--- config.mk ---
export PLATFORM = sky130hd
export DESIGN_NAME = pointer_event_conditioner_core
export DESIGN_NICKNAME = d
export VERILOG_FILES = /design/src/hdl/pec_pkg.sv /design/src/hdl/pec_engine.sv /design/src/hdl/pointer_event_conditioner_core.sv
export VERILOG_INCLUDE_DIRS = /design/src /design/src/hdl
export SDC_FILE = /design/constraint.sdc
export NUM_CORES = 1
export LEC_CHECK = 0
export BUFFER_PORTS_ARGS = -buffer_cell sky130_fd_sc_hd__buf_2
export CAP_MARGIN = 40
export CORE_MARGIN = 1
export CORE_UTILIZATION = 38
export DETAILED_ROUTE_END_ITERATION = 6
export PLACE_DENSITY = 0.68
export SETUP_SLACK_MARGIN = 0.05
export SLEW_MARGIN = 20
export SYNTH_ARGS = -nofsm -noshare
export SYNTH_HDL_FRONTEND = slang
export SYNTH_HIERARCHICAL = 1
export SYNTH_SLANG_ARGS = --single-unit
--- constraint.sdc ---
create_clock -name clk -period 14.7 [get_ports clk]
set_input_delay 2.94 -clock clk [delete_from_list [all_inputs] [get_ports clk]]
set_output_delay 2.94 -clock clk [all_outputs]
set_load 0.005 [all_outputs]
--- src/hdl/pointer_event_conditioner_core_macros.svh ---
// Assertion macros used by the pointer event conditioner RTL.
`ifndef POINTER_EVENT_CONDITIONER_CORE_MACROS_SVH
`define POINTER_EVENT_CONDITIONER_CORE_MACROS_SVH

// Same-cycle implication, checked on clk and disabled while in reset.
`define PEC_ASSERT_NOW(lbl, ante, cons) \
	lbl: assert property (@(posedge clk) disable iff (!arst_n) (ante) |-> (cons)) \
		else $error("pointer event conditioner: same-cycle check failed");

// Next-cycle implication, checked on clk and disabled while in reset.
`define PEC_ASSERT_NEXT(lbl, ante, cons) \
	lbl: assert property (@(posedge clk) disable iff (!arst_n) (ante) |=> (cons)) \
		else $error("pointer event conditioner: next-cycle check failed");

`endif

--- src/hdl/pec_pkg.sv ---
// Package with types, codes and constants of the pointer event conditioner.
package pec_pkg;

	// Default structural parameters.
	localparam int TIME_BITS_DEF  = 32;
	localparam int COORD_BITS_DEF = 16;

	// Event kinds carried on the input tuser.
	typedef enum logic [1:0] {
		OP_MOVE    = 2'd0,
		OP_PRESS   = 2'd1,
		OP_DCLICK  = 2'd2,
		OP_RELEASE = 2'd3
	} op_t;

	// Button codes.
	localparam logic [1:0] BTN_LEFT   = 2'd0;
	localparam logic [1:0] BTN_RIGHT  = 2'd1;
	localparam logic [1:0] BTN_MIDDLE = 2'd2;
	localparam logic [1:0] BTN_NONE   = 2'd3;

	// Button mask bits.
	localparam logic [2:0] MASK_LEFT   = 3'h1;
	localparam logic [2:0] MASK_RIGHT  = 3'h2;
	localparam logic [2:0] MASK_MIDDLE = 3'h4;

	// Throttle modes.
	localparam logic [1:0] MODE_FAST  = 2'd1;
	localparam logic [1:0] MODE_ADAPT = 2'd2;

	// Move intervals in milliseconds.
	localparam logic [3:0] IVL_SLOW = 4'd10;
	localparam logic [3:0] IVL_FAST = 4'd5;
	localparam logic [3:0] IVL_MIN  = 4'd2;

	// Distances at or above this limit give the shortest interval.
	localparam int ADAPT_LIMIT = 24;

	// Adaptive interval, 10 - dist/3 clamped at 2, indexed by distance.
	localparam logic [3:0] ADAPT_IVL [32] = '{
		4'd10, 4'd10, 4'd10, 4'd9, 4'd9, 4'd9, 4'd8, 4'd8,
		4'd8,  4'd7,  4'd7,  4'd7, 4'd6, 4'd6, 4'd6, 4'd5,
		4'd5,  4'd5,  4'd4,  4'd4, 4'd4, 4'd3, 4'd3, 4'd3,
		4'd2,  4'd2,  4'd2,  4'd2, 4'd2, 4'd2, 4'd2, 4'd2
	};

	// Register indexes on the configuration port.
	typedef enum logic [2:0] {
		REG_THROTTLE_MODE = 3'd0,
		REG_DC_WINDOW     = 3'd1,
		REG_DC_BOX        = 3'd2,
		REG_MOVE_LOCK     = 3'd3,
		REG_AREA_WIDTH    = 3'd4,
		REG_AREA_HEIGHT   = 3'd5
	} reg_idx_t;

	// Register reset values.
	localparam logic [1:0]  RST_THROTTLE_MODE = 2'd0;
	localparam logic [15:0] RST_DC_WINDOW     = 16'd500;
	localparam logic [7:0]  RST_DC_BOX        = 8'd4;
	localparam logic [15:0] RST_MOVE_LOCK     = 16'd100;
	localparam logic [15:0] RST_AREA_WIDTH    = 16'd1920;
	localparam logic [15:0] RST_AREA_HEIGHT   = 16'd1080;

	// Settings that steer the event engine.
	typedef struct packed {
		logic [1:0]  throttle_mode;
		logic [15:0] dc_window;
		logic [7:0]  dc_box;
		logic [15:0] move_lock;
	} cfg_t;

	// Outcome of one event from the engine.
	typedef struct packed {
		logic fire;
		logic changed;
	} eng_res_t;

	// Mask bit of a button code; the code for no button has none.
	function automatic logic [2:0] button_bit(input logic [1:0] code);
		logic [2:0] m;
		case (code)
			BTN_LEFT:   m = MASK_LEFT;
			BTN_RIGHT:  m = MASK_RIGHT;
			BTN_MIDDLE: m = MASK_MIDDLE;
			default:    m = 3'h0;
		endcase
		return m;
	endfunction

endpackage

--- src/hdl/pec_engine.sv ---
// Event engine: click, lock and throttle state with the single-pass decision logic.
module pec_engine
	import pec_pkg::*;
#(
	parameter int TIME_BITS  = TIME_BITS_DEF,
	parameter int COORD_BITS = COORD_BITS_DEF
) (
	input  logic                         clk,
	input  logic                         arst_n,
	input  cfg_t                         cfg,
	input  logic                         commit,
	input  op_t                          op,
	input  logic [1:0]                   button_code,
	input  logic signed [COORD_BITS-1:0] pointer_x,
	input  logic signed [COORD_BITS-1:0] pointer_y,
	input  logic [TIME_BITS-1:0]         now_ms,
	output eng_res_t                     res,
	output logic signed [COORD_BITS-1:0] res_x,
	output logic signed [COORD_BITS-1:0] res_y,
	output logic [2:0]                   res_buttons
);

	// Magnitude of the difference of two coordinates.
	function automatic logic [COORD_BITS-1:0] abs_diff(
		input logic signed [COORD_BITS-1:0] a,
		input logic signed [COORD_BITS-1:0] b
	);
		logic signed [COORD_BITS:0] d;
		d = {a[COORD_BITS-1], a} - {b[COORD_BITS-1], b};
		if (d < 0) begin
			d = -d;
		end
		return d[COORD_BITS-1:0];
	endfunction

	// State registers.
	logic [2:0]                   held_q;
	logic signed [COORD_BITS-1:0] click_x_q, click_y_q;
	logic [TIME_BITS-1:0]         click_time_q;
	logic                         click_valid_q;
	logic [1:0]                   click_btn_q;
	logic signed [COORD_BITS-1:0] sent_x_q, sent_y_q;
	logic [TIME_BITS-1:0]         thr_time_q;
	logic                         thr_valid_q;
	logic signed [COORD_BITS-1:0] pend_x_q, pend_y_q;

	// Next-state values.
	logic [2:0]                   held_n;
	logic signed [COORD_BITS-1:0] click_x_n, click_y_n;
	logic [TIME_BITS-1:0]         click_time_n;
	logic                         click_valid_n;
	logic [1:0]                   click_btn_n;
	logic signed [COORD_BITS-1:0] sent_x_n, sent_y_n;
	logic [TIME_BITS-1:0]         thr_time_n;
	logic                         thr_valid_n;
	logic signed [COORD_BITS-1:0] pend_x_n, pend_y_n;

	logic [2:0]           bit_m;
	logic [TIME_BITS-1:0] el_click, el_thr;
	logic                 lock, dbl, active, force_out, changed;
	logic [COORD_BITS:0]  move_dist;
	logic [3:0]           ivl;

	// Elapsed times wrap with the timestamp width.
	assign bit_m    = button_bit(button_code);
	assign el_click = now_ms - click_time_q;
	assign el_thr   = now_ms - thr_time_q;

	// Move lock after a release, and the double-click test for a press.
	assign lock = (held_q == 3'h0) && click_valid_q &&
		(el_click < TIME_BITS'(cfg.move_lock));
	assign dbl = (click_btn_q == button_code) && click_valid_q &&
		(el_click < TIME_BITS'(cfg.dc_window)) &&
		(abs_diff(pointer_x, click_x_q) <= COORD_BITS'(cfg.dc_box)) &&
		(abs_diff(pointer_y, click_y_q) <= COORD_BITS'(cfg.dc_box));

	// Event decoding and state update except the throttle.
	always_comb begin
		held_n        = held_q;
		click_x_n     = click_x_q;
		click_y_n     = click_y_q;
		click_time_n  = click_time_q;
		click_valid_n = click_valid_q;
		click_btn_n   = click_btn_q;
		pend_x_n      = pend_x_q;
		pend_y_n      = pend_y_q;
		active        = 1'b1;
		force_out     = 1'b1;
		changed       = 1'b0;
		case (op)
			OP_MOVE: begin
				force_out = 1'b0;
				pend_x_n  = lock ? click_x_q : pointer_x;
				pend_y_n  = lock ? click_y_q : pointer_y;
			end
			OP_PRESS: begin
				if (dbl) begin
					pend_x_n = click_x_q;
					pend_y_n = click_y_q;
				end else begin
					click_x_n   = pointer_x;
					click_y_n   = pointer_y;
					click_btn_n = button_code;
					pend_x_n    = pointer_x;
					pend_y_n    = pointer_y;
				end
				click_time_n  = now_ms;
				click_valid_n = 1'b1;
				held_n        = held_q | bit_m;
				changed       = |bit_m;
			end
			OP_DCLICK: begin
				if ((held_q & bit_m) != 3'h0) begin
					active = 1'b0;
				end else begin
					pend_x_n = pointer_x;
					pend_y_n = pointer_y;
					held_n   = held_q | bit_m;
					changed  = |bit_m;
				end
			end
			OP_RELEASE: begin
				if ((held_q & bit_m) == 3'h0) begin
					active = 1'b0;
				end else begin
					click_x_n     = pointer_x;
					click_y_n     = pointer_y;
					click_time_n  = now_ms;
					click_valid_n = 1'b1;
					held_n        = held_q & ~bit_m;
					pend_x_n      = pointer_x;
					pend_y_n      = pointer_y;
					changed       = 1'b1;
				end
			end
			default: begin
				active = 1'b0;
			end
		endcase
	end

	// Move interval from the throttle mode.
	assign move_dist = {1'b0, abs_diff(pend_x_n, sent_x_q)} +
		{1'b0, abs_diff(pend_y_n, sent_y_q)};

	always_comb begin
		if (cfg.throttle_mode == MODE_FAST) begin
			ivl = IVL_FAST;
		end else if (cfg.throttle_mode == MODE_ADAPT) begin
			if (move_dist < (COORD_BITS+1)'(ADAPT_LIMIT)) begin
				ivl = ADAPT_IVL[move_dist[4:0]];
			end else begin
				ivl = IVL_MIN;
			end
		end else begin
			ivl = IVL_SLOW;
		end
	end

	// Report decision and throttle update.
	assign res.fire    = active && (force_out || !thr_valid_q || (el_thr > TIME_BITS'(ivl)));
	assign res.changed = changed;

	always_comb begin
		thr_time_n  = thr_time_q;
		thr_valid_n = thr_valid_q;
		sent_x_n    = sent_x_q;
		sent_y_n    = sent_y_q;
		if (res.fire) begin
			thr_time_n  = now_ms;
			thr_valid_n = 1'b1;
			sent_x_n    = pend_x_n;
			sent_y_n    = pend_y_n;
		end
	end

	assign res_x       = pend_x_n;
	assign res_y       = pend_y_n;
	assign res_buttons = held_n;

	// State registers take the next values when an event commits.
	always_ff @(posedge clk or negedge arst_n) begin
		if (!arst_n) begin
			held_q        <= 3'h0;
			click_x_q     <= '0;
			click_y_q     <= '0;
			click_time_q  <= '0;
			click_valid_q <= 1'b0;
			click_btn_q   <= BTN_NONE;
			sent_x_q      <= '0;
			sent_y_q      <= '0;
			thr_time_q    <= '0;
			thr_valid_q   <= 1'b0;
			pend_x_q      <= '0;
			pend_y_q      <= '0;
		end else if (commit) begin
			held_q        <= held_n;
			click_x_q     <= click_x_n;
			click_y_q     <= click_y_n;
			click_time_q  <= click_time_n;
			click_valid_q <= click_valid_n;
			click_btn_q   <= click_btn_n;
			sent_x_q      <= sent_x_n;
			sent_y_q      <= sent_y_n;
			thr_time_q    <= thr_time_n;
			thr_valid_q   <= thr_valid_n;
			pend_x_q      <= pend_x_n;
			pend_y_q      <= pend_y_n;
		end
	end

endmodule

--- src/hdl/pointer_event_conditioner_core.sv ---
// Top level of the pointer event conditioner: stream ports, register file and result register.
// A report passes from the event register through the engine into the result register.
// Throughput: one event per cycle while the output is not stalled; the event register
// feeds the engine, which commits its state and loads the result register in the same cycle.
// Events that are dropped or throttled give no report and never wait in the event register.
// Reset clears the valid flags and engine state at once and loads the register defaults; no clearing pass.
`include "pointer_event_conditioner_core_macros.svh"

module pointer_event_conditioner_core
	import pec_pkg::*;
#(
	parameter int TIME_BITS  = TIME_BITS_DEF,
	parameter int COORD_BITS = COORD_BITS_DEF,
	localparam int S_DATA_BITS = ((2 + 2*COORD_BITS + TIME_BITS + 7) / 8) * 8,
	localparam int M_DATA_BITS = ((2*COORD_BITS + 3 + 7) / 8) * 8
) (
	input  logic                   clk,
	input  logic                   arst_n,
	// Input stream.
	input  logic                   s_axis_tvalid,
	output logic                   s_axis_tready,
	// tdata fields from bit 0: button_code, pointer_x, pointer_y, now_ms, zero fill.
	input  logic [S_DATA_BITS-1:0] s_axis_tdata,
	// tuser fields from bit 0: opcode.
	input  logic [1:0]             s_axis_tuser,
	// Output stream.
	output logic                   m_axis_tvalid,
	input  logic                   m_axis_tready,
	// tdata fields from bit 0: report_x, report_y, button_state, zero fill.
	output logic [M_DATA_BITS-1:0] m_axis_tdata,
	// tuser fields from bit 0: buttons_changed.
	output logic                   m_axis_tuser,
	// Configuration port.
	input  logic                   psel,
	input  logic                   penable,
	input  logic                   pwrite,
	input  logic [4:0]             paddr,
	input  logic [31:0]            pwdata,
	output logic [31:0]            prdata,
	output logic                   pready
);

	// Configuration registers.
	logic [1:0]  throttle_mode_q;
	logic [15:0] dc_window_q;
	logic [7:0]  dc_box_q;
	logic [15:0] move_lock_q;
	logic [15:0] area_width_q;
	logic [15:0] area_height_q;
	logic        cfg_wr;
	reg_idx_t    cfg_idx;
	cfg_t        cfg;

	assign pready  = 1'b1;
	assign cfg_wr  = psel && penable && pwrite && pready;
	assign cfg_idx = reg_idx_t'(paddr[4:2]);

	always_ff @(posedge clk or negedge arst_n) begin
		if (!arst_n) begin
			throttle_mode_q <= RST_THROTTLE_MODE;
			dc_window_q     <= RST_DC_WINDOW;
			dc_box_q        <= RST_DC_BOX;
			move_lock_q     <= RST_MOVE_LOCK;
			area_width_q    <= RST_AREA_WIDTH;
			area_height_q   <= RST_AREA_HEIGHT;
		end else if (cfg_wr) begin
			case (cfg_idx)
				REG_THROTTLE_MODE: throttle_mode_q <= pwdata[1:0];
				REG_DC_WINDOW:     dc_window_q     <= pwdata[15:0];
				REG_DC_BOX:        dc_box_q        <= pwdata[7:0];
				REG_MOVE_LOCK:     move_lock_q     <= pwdata[15:0];
				REG_AREA_WIDTH:    area_width_q    <= pwdata[15:0];
				REG_AREA_HEIGHT:   area_height_q   <= pwdata[15:0];
				default: begin
				end
			endcase
		end
	end

	// Register read-back.
	always_comb begin
		case (cfg_idx)
			REG_THROTTLE_MODE: prdata = {30'd0, throttle_mode_q};
			REG_DC_WINDOW:     prdata = {16'd0, dc_window_q};
			REG_DC_BOX:        prdata = {24'd0, dc_box_q};
			REG_MOVE_LOCK:     prdata = {16'd0, move_lock_q};
			REG_AREA_WIDTH:    prdata = {16'd0, area_width_q};
			REG_AREA_HEIGHT:   prdata = {16'd0, area_height_q};
			default:           prdata = 32'd0;
		endcase
	end

	assign cfg.throttle_mode = throttle_mode_q;
	assign cfg.dc_window     = dc_window_q;
	assign cfg.dc_box        = dc_box_q;
	assign cfg.move_lock     = move_lock_q;

	// Event register.
	logic                         ev_valid_s1;
	op_t                          ev_op_s1;
	logic [1:0]                   ev_btn_s1;
	logic signed [COORD_BITS-1:0] ev_x_s1, ev_y_s1;
	logic [TIME_BITS-1:0]         ev_now_s1;
	logic                         ev_go;
	logic                         s_acc;

	// Engine outputs.
	eng_res_t                     res;
	logic signed [COORD_BITS-1:0] res_x, res_y;
	logic [2:0]                   res_buttons;

	// Result register.
	logic                         out_valid_q;
	logic signed [COORD_BITS-1:0] out_x_q, out_y_q;
	logic [2:0]                   out_buttons_q;
	logic                         out_changed_q;

	// The event moves on unless it has a report and the result register is full and not being read.
	assign ev_go         = ev_valid_s1 && (!res.fire || !out_valid_q || m_axis_tready);
	assign s_axis_tready = !ev_valid_s1 || ev_go;
	assign s_acc         = s_axis_tvalid && s_axis_tready;

	always_ff @(posedge clk or negedge arst_n) begin
		if (!arst_n) begin
			ev_valid_s1 <= 1'b0;
		end else if (s_axis_tready) begin
			ev_valid_s1 <= s_axis_tvalid;
		end
	end

	always_ff @(posedge clk) begin
		if (s_acc) begin
			ev_op_s1  <= op_t'(s_axis_tuser);
			ev_btn_s1 <= s_axis_tdata[1:0];
			ev_x_s1   <= s_axis_tdata[2 +: COORD_BITS];
			ev_y_s1   <= s_axis_tdata[2 + COORD_BITS +: COORD_BITS];
			ev_now_s1 <= s_axis_tdata[2 + 2*COORD_BITS +: TIME_BITS];
		end
	end

	pec_engine #(
		.TIME_BITS  (TIME_BITS),
		.COORD_BITS (COORD_BITS)
	) u_engine (
		.clk         (clk),
		.arst_n      (arst_n),
		.cfg         (cfg),
		.commit      (ev_go),
		.op          (ev_op_s1),
		.button_code (ev_btn_s1),
		.pointer_x   (ev_x_s1),
		.pointer_y   (ev_y_s1),
		.now_ms      (ev_now_s1),
		.res         (res),
		.res_x       (res_x),
		.res_y       (res_y),
		.res_buttons (res_buttons)
	);

	// Result register: loads a report, clears when the report is taken.
	always_ff @(posedge clk or negedge arst_n) begin
		if (!arst_n) begin
			out_valid_q <= 1'b0;
		end else if (ev_go && res.fire) begin
			out_valid_q <= 1'b1;
		end else if (m_axis_tready) begin
			out_valid_q <= 1'b0;
		end
	end

	always_ff @(posedge clk) begin
		if (ev_go && res.fire) begin
			out_x_q       <= res_x;
			out_y_q       <= res_y;
			out_buttons_q <= res_buttons;
			out_changed_q <= res.changed;
		end
	end

	assign m_axis_tvalid = out_valid_q;
	assign m_axis_tdata  = M_DATA_BITS'({out_buttons_q, out_y_q, out_x_q});
	assign m_axis_tuser  = out_changed_q;

	// A committed report is on the output in the next cycle.
	`PEC_ASSERT_NEXT(a_report_loads, ev_go && res.fire, m_axis_tvalid)
	// Move reports never flag a button change.
	`PEC_ASSERT_NEXT(a_move_unchanged, ev_go && res.fire && (ev_op_s1 == OP_MOVE), !m_axis_tuser)
	// A report that cannot be placed keeps its event in the event register.
	`PEC_ASSERT_NEXT(a_event_held, ev_valid_s1 && res.fire && out_valid_q && !m_axis_tready, ev_valid_s1 && $stable(ev_now_s1))

endmodule

==> results.json, run 1 <==
{
  "status": "complete, but fails checks",
  "violations": "setup timing",
  "drc": 0,
  "startpoint_type": "flop",
  "place.gp.congestion": 0.9115,
  "yosysWarnings": 6,
  "hp-start": "u_engine/thr_valid_q",
  "routed_wl_um": 75150,
  "io_buffers": 147,
  "fmax_ghz": 0.06303,
  "regToRegSetupSlack_ns": 1.16,
  "setup_ws_ns": -1.167,
  "critPathSlowestCell": "a2111oi_4",
  "p_switching_uw": 3917,
  "initialDrtViolationCount": 1646,
  "placed_cells": 4199,
  "period_share": 1.079,
  "total_power_uw": 9236,
  "cp.arrival_ns": 12.93,
  "root_buffer": "clkbuf_16",
  "worstSkewPairLatency_ns": 0.58,
  "clk_pin_slew_ns": 0.06,
  "diodes": 0,
  "tritoncts": "yes",
  "synth-edff-count": 104,
  "rsz0062_at_grt": "true",
  "timing.rr.start": "ev_y_s1[0]",
  "area_growth_syn_to_layout_pct": 28.34,
  "synth_seq_cells": 347,
  "whs_path_depth": 1,
  "dr.pass1.iters": 5,
  "antenna_found_initial": 0,
  "ant_nets": 0,
  "hold_path.class": "flop to flop",
  "clkPwrFrac": 0.114,
  "fp-row-count": 96,
  "grt_usage": 0.2115,
  "slew_headroom": 0.3576,
  "power_density_mw_per_mm2": 272.2,
  "ys_seq_area_frac": 0.3491,
  "drv_cap": 0,
  "share_comb_of_total_power": 0.723,
  "die_area_mm2": 0.07062,
  "ios": 194,
  "r2r-end": "u_engine/thr_time_q[12]",
  "p_int_uw": 5319,
  "mostFrequentLayoutCell": "buf_4",
  "worst_clock_skew_ns": 0.03794,
  "min_period_ns": 15.87,
  "path_max_fanout": 5,
  "cp_slowest_stage_delay_ns": 0.42,
  "reg2regPathDepth": 69,
  "wl_per_cell_um": 17.42,
  "ir_worst_vdd_mv": 0.3282,
  "grt_start_max_net_pins": 129,
  "fill_cells": 6371,
  "ys_types": 98,
  "slew_violations": 0,
  "start_util": 0.3847,
  "die_height_um": 265.8,
  "leakagePower_uw": 0.01526,
  "setup_viol": 1,
  "tightest_slew_ns": 0.9636,
  "critPathRequiredTime_ns": 11.76,
  "chipWidth_um": 265.8,
  "crit_type": "flop to output port",
  "hold_path_end": "u_engine/thr_valid_q",
  "drive_gt1_frac": 0.3492,
  "clock-sinks": 347,
  "syn_area_mm2": 0.02643,
  "final_cells": 4313,
  "grt_pass1_vias": 22930,
  "grt-ovfl-total": 0,
  "vias_per_cell": 5.343,
  "layout.nets": 3673,
  "hold_viol": 0,
  "endpoint_kind": "output port",
  "grt_pass1_wl_um": 120100,
  "core_mm2": 0.06871,
  "p_seq_frac": 0.164,
  "yosys_most_used_dff": "dfrtp_1",
  "numCtsBuffers": 40,
  "syn_area_per_cell_um2": 9.743,
  "swShare": 0.4241,
  "final_cell_mix": "buf_4, dfrtp_1, inv_1, mux2_2, ha_1",
  "dp_hpwl_um": 57430,
  "hold_ws_ns": 0.4808,
  "synthCells": 2713,
  "htree_levels": 2,
  "ys_async_sr_fraction": 0.7003,
  "vias": 23040,
  "cts.path.max_buffers": 3
}
[final cells by class]
class,instances,area [um^2],area share
multi-input cells,2020,16120,0.4752
clock inverters,18,241.5,0.007118
flip-flops and latches,347,9229,0.2720
well taps,931,1165,0.03434
clock buffers,55,1130,0.03330
repair buffers,722,5214,0.1537
inverters,220,825.8,0.02434
[repair_timing]
item	in CTS	in global routing
setup buffers	28	12
setup endpoints to repair	1	4
gates resized for setup	77	13
hold buffers	0	0
pin swaps	50	33
[state kept, by name, summed over array words and instances, names as in the netlist, 8 cells and up]
| signal | cells |
|---|---|
| area_height_q | 16 |
| area_width_q | 16 |
| dc_box_q | 8 |
| dc_window_q | 16 |
| ev_now_s1 | 32 |
| ev_x_s1 | 16 |
| ev_y_s1 | 16 |
| move_lock_q | 16 |
| out_x_q | 16 |
| out_y_q | 16 |
| u_engine/click_time_q | 32 |
| u_engine/click_x_q | 16 |
| u_engine/click_y_q | 16 |
| u_engine/pend_x_q | 16 |
| u_engine/pend_y_q | 16 |
| u_engine/sent_x_q | 16 |
| u_engine/sent_y_q | 16 |
| u_engine/thr_time_q | 32 |
[worst max-delay path: cells and delay by family, from the launching register on]
family | cells | cell delay, ns
flip-flops | 1 | 0.41
AND/OR/NAND/NOR | 22 | 3.37
multiplexers | 1 | 0.37
buffers and inverters | 8 | 0.95
adder cells (fa/ha/maj) | 6 | 1.60
XOR/XNOR | 2 | 0.47
AO/OA/AOI/OAI | 27 | 5.16
[routing by layer]
layer / up-vias / part of all wire / global-route usage
met5: - / 0 / 0
met4: 0 / 0.032 / 0.06943
met3: 125 / 0.034 / 0.02264
met2: 477 / 0.51 / 0.3878
met1: 11200 / 0.42 / 0.2565
li1: 11250 / - / -
[cells in the mapped netlist (all sizes together) (10+ instances only)]
master | number | share of area
and3 | 17 | 0.0040
a21oi | 184 | 0.037
a211oi | 19 | 0.0056
o31ai | 11 | 0.0031
a211o | 10 | 0.0033
o211ai | 46 | 0.015
xor2 | 50 | 0.017
ha | 197 | 0.093
or4 | 11 | 0.0033
nor3 | 56 | 0.011
nor2b | 33 | 0.0078
clkbuf | 89 | 0.013
and2 | 13 | 0.0032
nand4 | 31 | 0.0079
a311o | 27 | 0.010
nand2 | 147 | 0.021
o21ai | 109 | 0.021
buf | 57 | 0.016
nand3 | 37 | 0.0070
a21o | 51 | 0.014
o22ai | 48 | 0.011
nand2b | 37 | 0.0088
a31oi | 33 | 0.0091
a22oi | 31 | 0.014
or2 | 14 | 0.0034
a2111oi | 13 | 0.0057
edfxtp | 104 | 0.12
o21a | 28 | 0.0080
or3 | 15 | 0.0035
xnor2 | 76 | 0.025
nor4 | 34 | 0.0086
nor2 | 159 | 0.024
mux2 | 237 | 0.10
inv | 220 | 0.031
dfstp | 20 | 0.020
mux2i | 101 | 0.038
dfrtp | 223 | 0.21
nand3b | 12 | 0.0034
[per-stage QoR]
stage          TNS, ns  utilization  cell area (um^2)  worst slack [ns]
2_1_floorplan        0            -             26510            0.2108
3_3_place_gp    -1.542       0.4626             31780            -1.542
3_5_place_dp    -1.663       0.4640             31880            -1.663
4_1_cts         -1.106       0.4912             33750            -1.106
5_1_grt         -1.919       0.4938             33930            -1.919
6_report        -1.167       0.4938             33930            -1.167
[power by group through the flow]
stage | registers (uW) | logic (uW) | clock network (uW)
final | 1510 | 6670 | 1050
after global placement | 1510 | 6210 | 0
after detailed placement | 1520 | 6300 | 0
after CTS | 1510 | 6540 | 1080
after global routing | 1550 | 7380 | 1110
after floorplan | 1470 | 3880 | 0
[cell families after synthesis]
family                   after synthesis  synth area share
AO/OA/AOI/OAI                        688            0.1848
XOR/XNOR                             127           0.04260
adder cells (fa/ha/maj)              205           0.09893
buffers and inverters                366           0.06007
flip-flops                           347            0.3491
multiplexers                         338            0.1392
other                                  2         0.0002841
AND/OR/NAND/NOR                      640            0.1250
[how the worst max path moves through the flow]
| stage | startpoint | endpoint | slack [ns] |
|---|---|---|---|
| global route | ev_y_s1[0] | s_axis_tready | -1.92 |
| CTS | ev_x_s1[0] | s_axis_tready | -1.11 |
| finish | ev_y_s1[0] | s_axis_tready | -1.17 |
| global placement | ev_y_s1[0] | s_axis_tready | -1.54 |
| detailed placement | ev_y_s1[0] | s_axis_tready | -1.66 |
| floorplan | ev_y_s1[0] | s_axis_tready | 0.21 |
Power figures use the tool's default switching activity.
==> run 2, diff against run 1 <==
--- a/config.mk
+++ b/config.mk
@@ -11,8 +11,10 @@
 export CORE_MARGIN = 1
 export CORE_UTILIZATION = 38
 export DETAILED_ROUTE_END_ITERATION = 6
-export PLACE_DENSITY = 0.68
+export GPL_TIMING_DRIVEN = 0
+export PLACE_DENSITY = 0.66
 export SETUP_SLACK_MARGIN = 0.05
+export SKIP_LAST_GASP = 1
 export SLEW_MARGIN = 20
 export SYNTH_ARGS = -nofsm -noshare
 export SYNTH_HDL_FRONTEND = slang
==> constraint.sdc (replaced) <==
create_clock -name clk -period 15.8 [get_ports clk]
set_input_delay 3.16 -clock clk [delete_from_list [all_inputs] [get_ports clk]]
set_output_delay 3.16 -clock clk [all_outputs]
set_load 0.005 [all_outputs]
==> results.json, run 2 (synthesized netlist as in run 1, its figures left out) <==
{
  "status": "complete, but fails checks",
  "violations": "setup timing",
  "hp-start": "u_engine/click_time_q[0]",
  "total_power_uw": 7795,
  "worst_clock_skew_ns": 0.02988,
  "fp-row-count": 96,
  "crit_start": "ev_x_s1[0]",
  "rsz0062_at_grt": "true",
  "endpoint_kind": "output port",
  "setup_viol": 1,
  "die_area_mm2": 0.07062,
  "ir_worst_vdd_mv": 0.3224,
  "final_cells": 3981,
  "worstSkewPairLatency_ns": 0.58,
  "drv_cap": 0,
  "clk_pin_slew_ns": 0.06,
  "numCtsBuffers": 41,
  "period_share": 1.033,
  "hold_path.class": "flop to flop",
  "place_area_mm2": 0.02854,
  "diodes": 0,
  "regArea_mm2": 0.009229,
  "setup_ws_ns": -0.5143,
  "timing.rr.start": "ev_x_s1[0]",
  "chipWidth_um": 265.8,
  "grt_usage": 0.2103,
  "hold_path_end": "u_engine/click_time_q[0]",
  "cts.path.max_buffers": 3,
  "start_util": 0.3847,
  "die_height_um": 265.8,
  "htree_levels": 2,
  "hold_viol": 0,
  "whs_path_depth": 2,
  "leakagePower_uw": 0.01340,
  "tightest_slew_ns": 1.160,
  "dp_hpwl_um": 57630,
  "grt_start_max_net_pins": 89,
  "dr.pass1.iters": 5,
  "place.gp.congestion": 0.9067,
  "root_buffer": "clkbuf_16",
  "wl_per_cell_um": 19.09,
  "path_common_cell": "buf_4",
  "startpoint_type": "flop",
  "r2r-end": "u_engine/thr_time_q[18]",
  "slew_violations": 0,
  "drc": 0,
  "ios": 194,
  "multi_input_area_mm2": 0.01636,
  "cp.arrival_ns": 13.15,
  "power_density_mw_per_mm2": 249.0,
  "vias": 22110,
  "placed_cells": 3816,
  "final_area_mm2": 0.03131,
  "final_cell_mix": "dfrtp_1, inv_1, mux2_2, ha_1, a21oi_1",
  "reg2regPathDepth": 77,
  "regToRegSetupSlack_ns": 0.71,
  "initialDrtViolationCount": 1633,
  "routed_wl_um": 76010,
  "place_ws_ns": -2.552,
  "layout.nets": 3340,
  "drive_gt1_frac": 0.2616,
  "min_period_ns": 16.31,
  "grt-ovfl-total": 0,
  "vias_per_cell": 5.553,
  "core_mm2": 0.06871,
  "ant_nets": 0,
  "grt_pass1_vias": 21140,
  "crit_type": "flop to output port",
  "io_buffers": 145,
  "critPathRequiredTime_ns": 12.64,
  "fmax_ghz": 0.06130,
  "top_regs": "ev_now_s1 x32, u_engine/click_time_q x32, u_engine/thr_time_q x32",
  "fill_cells": 6689,
  "cp_slowest_stage_delay_ns": 0.50,
  "clock-sinks": 347,
  "antenna_found_initial": 1,
  "tritoncts": "yes",
  "grt_pass1_wl_um": 117600,
  "area_growth_syn_to_layout_pct": 18.45,
  "path_max_fanout": 8,
  "ctsHoldBuffers": 0,
  "slew_headroom": 0.2265,
  "critPathSlowestCell": "edfxtp_1",
  "mostFrequentLayoutCell": "dfrtp_1",
  "fin_tns_setup_ns": -0.5143
}
## run 2: cell types whose count changed in the layout (fill, tap and decap cells not counted), moves of 5 or more
cell / before / now
buf_4: 562 / 119
clkbuf_1: 10 / 87
buf_6: 3 / 13
buf_2: 146 / 155
buf_1: 0 / 7
clkbuf_2: 0 / 6
buf_12: 8 / 3
## run 2: worst max-delay path: cells and delay by family (launching register included)
family | cells | cell delay (ns)
AO/OA/AOI/OAI | 23 | 4.37
AND/OR/NAND/NOR | 25 | 3.85
adder cells (fa/ha/maj) | 7 | 1.77
flip-flops | 1 | 0.50
buffers and inverters | 13 | 1.69
XOR/XNOR | 2 | 0.40
## run 2: timing repair
item	4_1_cts	5_1_grt
endpoints found under the setup margin	236	158
pin swaps	62	64
gates resized for setup	108	57
gates cloned	1	0
buffers inserted	62	30
## run 2: report_power, final
group | switching, uW | total [uW] | leakage (uW) | internal (uW)
combinational | 3020 | 5420 | 0.00893 | 2400
clock | 402 | 954 | 0.000652 | 552
sequential | 200 | 1420 | 0.00382 | 1220
total | 3620 | 7800 | 0.0134 | 4170
## run 2: stage by stage
stage | utilization | hold WS, ns
after floorplan | - | 0.4324
after global placement | 0.4134 | 0.4759
after detailed placement | 0.4154 | 0.4851
after CTS | 0.4495 | 0.4984
after global routing | 0.4557 | 0.5120
final | 0.4557 | 0.4910
## run 2: worst max path at each step
| stage | end | slack, ns | depth (start not counted) |
|---|---|---|---|
| 3_5_place_dp | s_axis_tready | -2.55 | 63 |
| 3_3_place_gp | s_axis_tready | -2.90 | 62 |
| 2_1_floorplan | s_axis_tready | 0.88 | 65 |
| 6_report | s_axis_tready | -0.51 | 70 |
| 4_1_cts | s_axis_tready | -0.85 | 64 |
| 5_1_grt | s_axis_tready | -1.24 | 68 |
## run 2: per-layer routing
metal | up-vias | track usage | part of all wire
li1 | 10570 | - | -
met1 | 10720 | 0.2741 | 0.43
met2 | 669 | 0.3556 | 0.48
met3 | 152 | 0.02902 | 0.055
met4 | 0 | 0.07316 | 0.035
met5 | - | 0 | 0
## run 2: final cells by class
cell class | count | share of cell area
timing repair buffer | 246 | 0.05131
tap | 931 | 0.03720
multi-input combinational | 2020 | 0.5224
sequential | 347 | 0.2948
buffer | 142 | 0.02494
clock inverter | 16 | 0.004436
clock buffer | 59 | 0.03856
inverter | 220 | 0.02637
==> run 3, diff against run 2 <==
--- a/config.mk
+++ b/config.mk
@@ -13,6 +13,7 @@
 export DETAILED_ROUTE_END_ITERATION = 6
 export GPL_TIMING_DRIVEN = 0
 export PLACE_DENSITY = 0.66
+export REMOVE_ABC_BUFFERS = 1
 export SETUP_SLACK_MARGIN = 0.05
 export SKIP_LAST_GASP = 1
 export SLEW_MARGIN = 20
==> results.json, run 3 (synthesized netlist as in run 1, its figures left out) <==
{
  "fill_cells": 6518,
  "fin_tns_setup_ns": -0.1950,
  "drv_cap": 0,
  "crit_type": "flop to output port",
  "numCtsBuffers": 42,
  "violations": "setup timing",
  "power_density_mw_per_mm2": 249.3,
  "grt_usage": 0.2010,
  "hold_path_end": "u_engine/thr_valid_q",
  "fmax_ghz": 0.06252,
  "routed_wl_um": 72920,
  "final_cell_mix": "dfrtp_1, inv_1, mux2_2, ha_1, a21oi_1",
  "htree_levels": 2,
  "min_period_ns": 15.99,
  "critPathRequiredTime_ns": 12.64,
  "tritoncts": "yes",
  "slew_headroom": 0.4548,
  "period_share": 1.012,
  "hp-start": "u_engine/thr_valid_q",
  "clock-sinks": 347,
  "endpoint_kind": "output port",
  "core_mm2": 0.06871,
  "die_area_mm2": 0.07062,
  "cp.arrival_ns": 12.83,
  "wl_per_cell_um": 18.79,
  "hold_viol": 0,
  "r2r-end": "u_engine/click_y_q[11]",
  "ios": 194,
  "ir_worst_vdd_mv": 0.3598,
  "grt_start_max_net_pins": 78,
  "cp_slowest_stage_delay_ns": 0.42,
  "startpoint_type": "flop",
  "setup_viol": 1,
  "io_buffers": 147,
  "timing.rr.start": "ev_y_s1[0]",
  "multi_input_area_mm2": 0.01638,
  "grt_pass1_wl_um": 113900,
  "place_ws_ns": -2.335,
  "chipWidth_um": 265.8,
  "worstSkewPairLatency_ns": 0.59,
  "worst_clock_skew_ns": 0.03836,
  "grt_pass1_vias": 20400,
  "path_common_cell": "ha_1",
  "ant_nets": 0,
  "dr.pass1.iters": 5,
  "antenna_found_initial": 1,
  "whs_path_depth": 1,
  "hold_path.class": "flop to flop",
  "mostFrequentLayoutCell": "dfrtp_1",
  "critical_path_buf_inv_count": 6,
  "diodes": 0,
  "layout.nets": 3237,
  "regArea_mm2": 0.009229,
  "die_height_um": 265.8,
  "fp-row-count": 96,
  "path_max_fanout": 5,
  "vias": 21700,
  "root_buffer": "clkbuf_16",
  "vias_per_cell": 5.592,
  "place.gp.congestion": 0.8812,
  "start_util": 0.3847,
  "rsz0062_at_grt": "true",
  "drive_gt1_frac": 0.2652,
  "tightest_slew_ns": 0.7972,
  "setup_ws_ns": -0.1950,
  "cts.path.max_buffers": 3,
  "hold_ws_ns": 0.4637,
  "reg2regPathDepth": 69,
  "dp_hpwl_um": 51550,
  "slew_violations": 0,
  "ctsHoldBuffers": 0,
  "initialDrtViolationCount": 1487,
  "top_regs": "ev_now_s1 x32, u_engine/click_time_q x32, u_engine/thr_time_q x32",
  "area_growth_syn_to_layout_pct": 18.35,
  "regToRegSetupSlack_ns": 1.47,
  "clk_pin_slew_ns": 0.06,
  "drc": 0,
  "leakagePower_uw": 0.01333,
  "grt-ovfl-total": 0,
  "crit_family": "compound AO/OA/AOI/OAI gates",
  "critPathSlowestCell": "edfxtp_1",
  "status": "complete, but fails checks"
}
-- run 3: metal layers --
| layer | up-vias | wire length (um) | global-route usage |
|---|---|---|---|
| met5 | - | 0 | 0 |
| met4 | 0 | 2359 | 0.07238 |
| met3 | 108 | 3838 | 0.02560 |
| met2 | 630 | 34640 | 0.3321 |
| met1 | 10600 | 32090 | 0.2688 |
| li1 | 10370 | - | - |
-- run 3: worst reg2reg max path, delay by kind of cell, from the launching register on --
kind | cells | cell delay (ns)
AOI/OAI and AO/OA | 27 | 5.77
xor gates and xnor gates | 3 | 0.57
muxes | 2 | 0.65
and+or+nand+nor | 22 | 3.90
DFF | 1 | 0.42
adders and majority gates | 7 | 1.70
buffers and inverters | 8 | 1.20
-- run 3: area by class of cell --
type	count	area share
Clock inverter	22	0.008599
Sequential cell	347	0.2950
Tap cell	931	0.03724
Multi-Input combinational cell	2023	0.5237
Clock buffer	56	0.03824
Timing Repair Buffer	281	0.07087
Inverter	220	0.02640
-- run 3: through the flow --
step | instance area (um^2) | std cells | util | total power, uW
3_3_place_gp | 27650 | 3665 | 0.4024 | 5894
6_report | 31280 | 3880 | 0.4553 | 7798
4_1_cts | 30830 | 3850 | 0.4487 | 7544
5_1_grt | 31280 | 3880 | 0.4553 | 8440
3_5_place_dp | 28430 | 3700 | 0.4138 | 6035
2_1_floorplan | 25750 | 2587 | - | 4974
-- run 3: what timing repair did --
item,4_1_cts,5_1_grt
gates cloned,3,0
buffers inserted,69,29
gates resized for setup,89,49
endpoints found under the setup margin,232,49
pin swaps,65,70
-- run 3: power by group --
part           total, uW  switching [uW]  internal, uW
clock network       1030             409           617
logic               5360            2930          2430
registers           1410             189          1230
-- run 3: worst max-delay path by stage --
stage | startpoint | to | slack [ns] | depth (start not counted)
3_3_place_gp | ev_btn_s1[0] | u_engine/click_y_q[11] | -15.04 | 47
6_report | ev_y_s1[0] | s_axis_tready | -0.19 | 64
2_1_floorplan | ev_btn_s1[0] | u_engine/click_x_q[10] | -5.34 | 50
4_1_cts | ev_y_s1[0] | s_axis_tready | -0.49 | 63
5_1_grt | ev_y_s1[0] | s_axis_tready | -1.00 | 66
3_5_place_dp | ev_y_s1[0] | s_axis_tready | -2.33 | 63
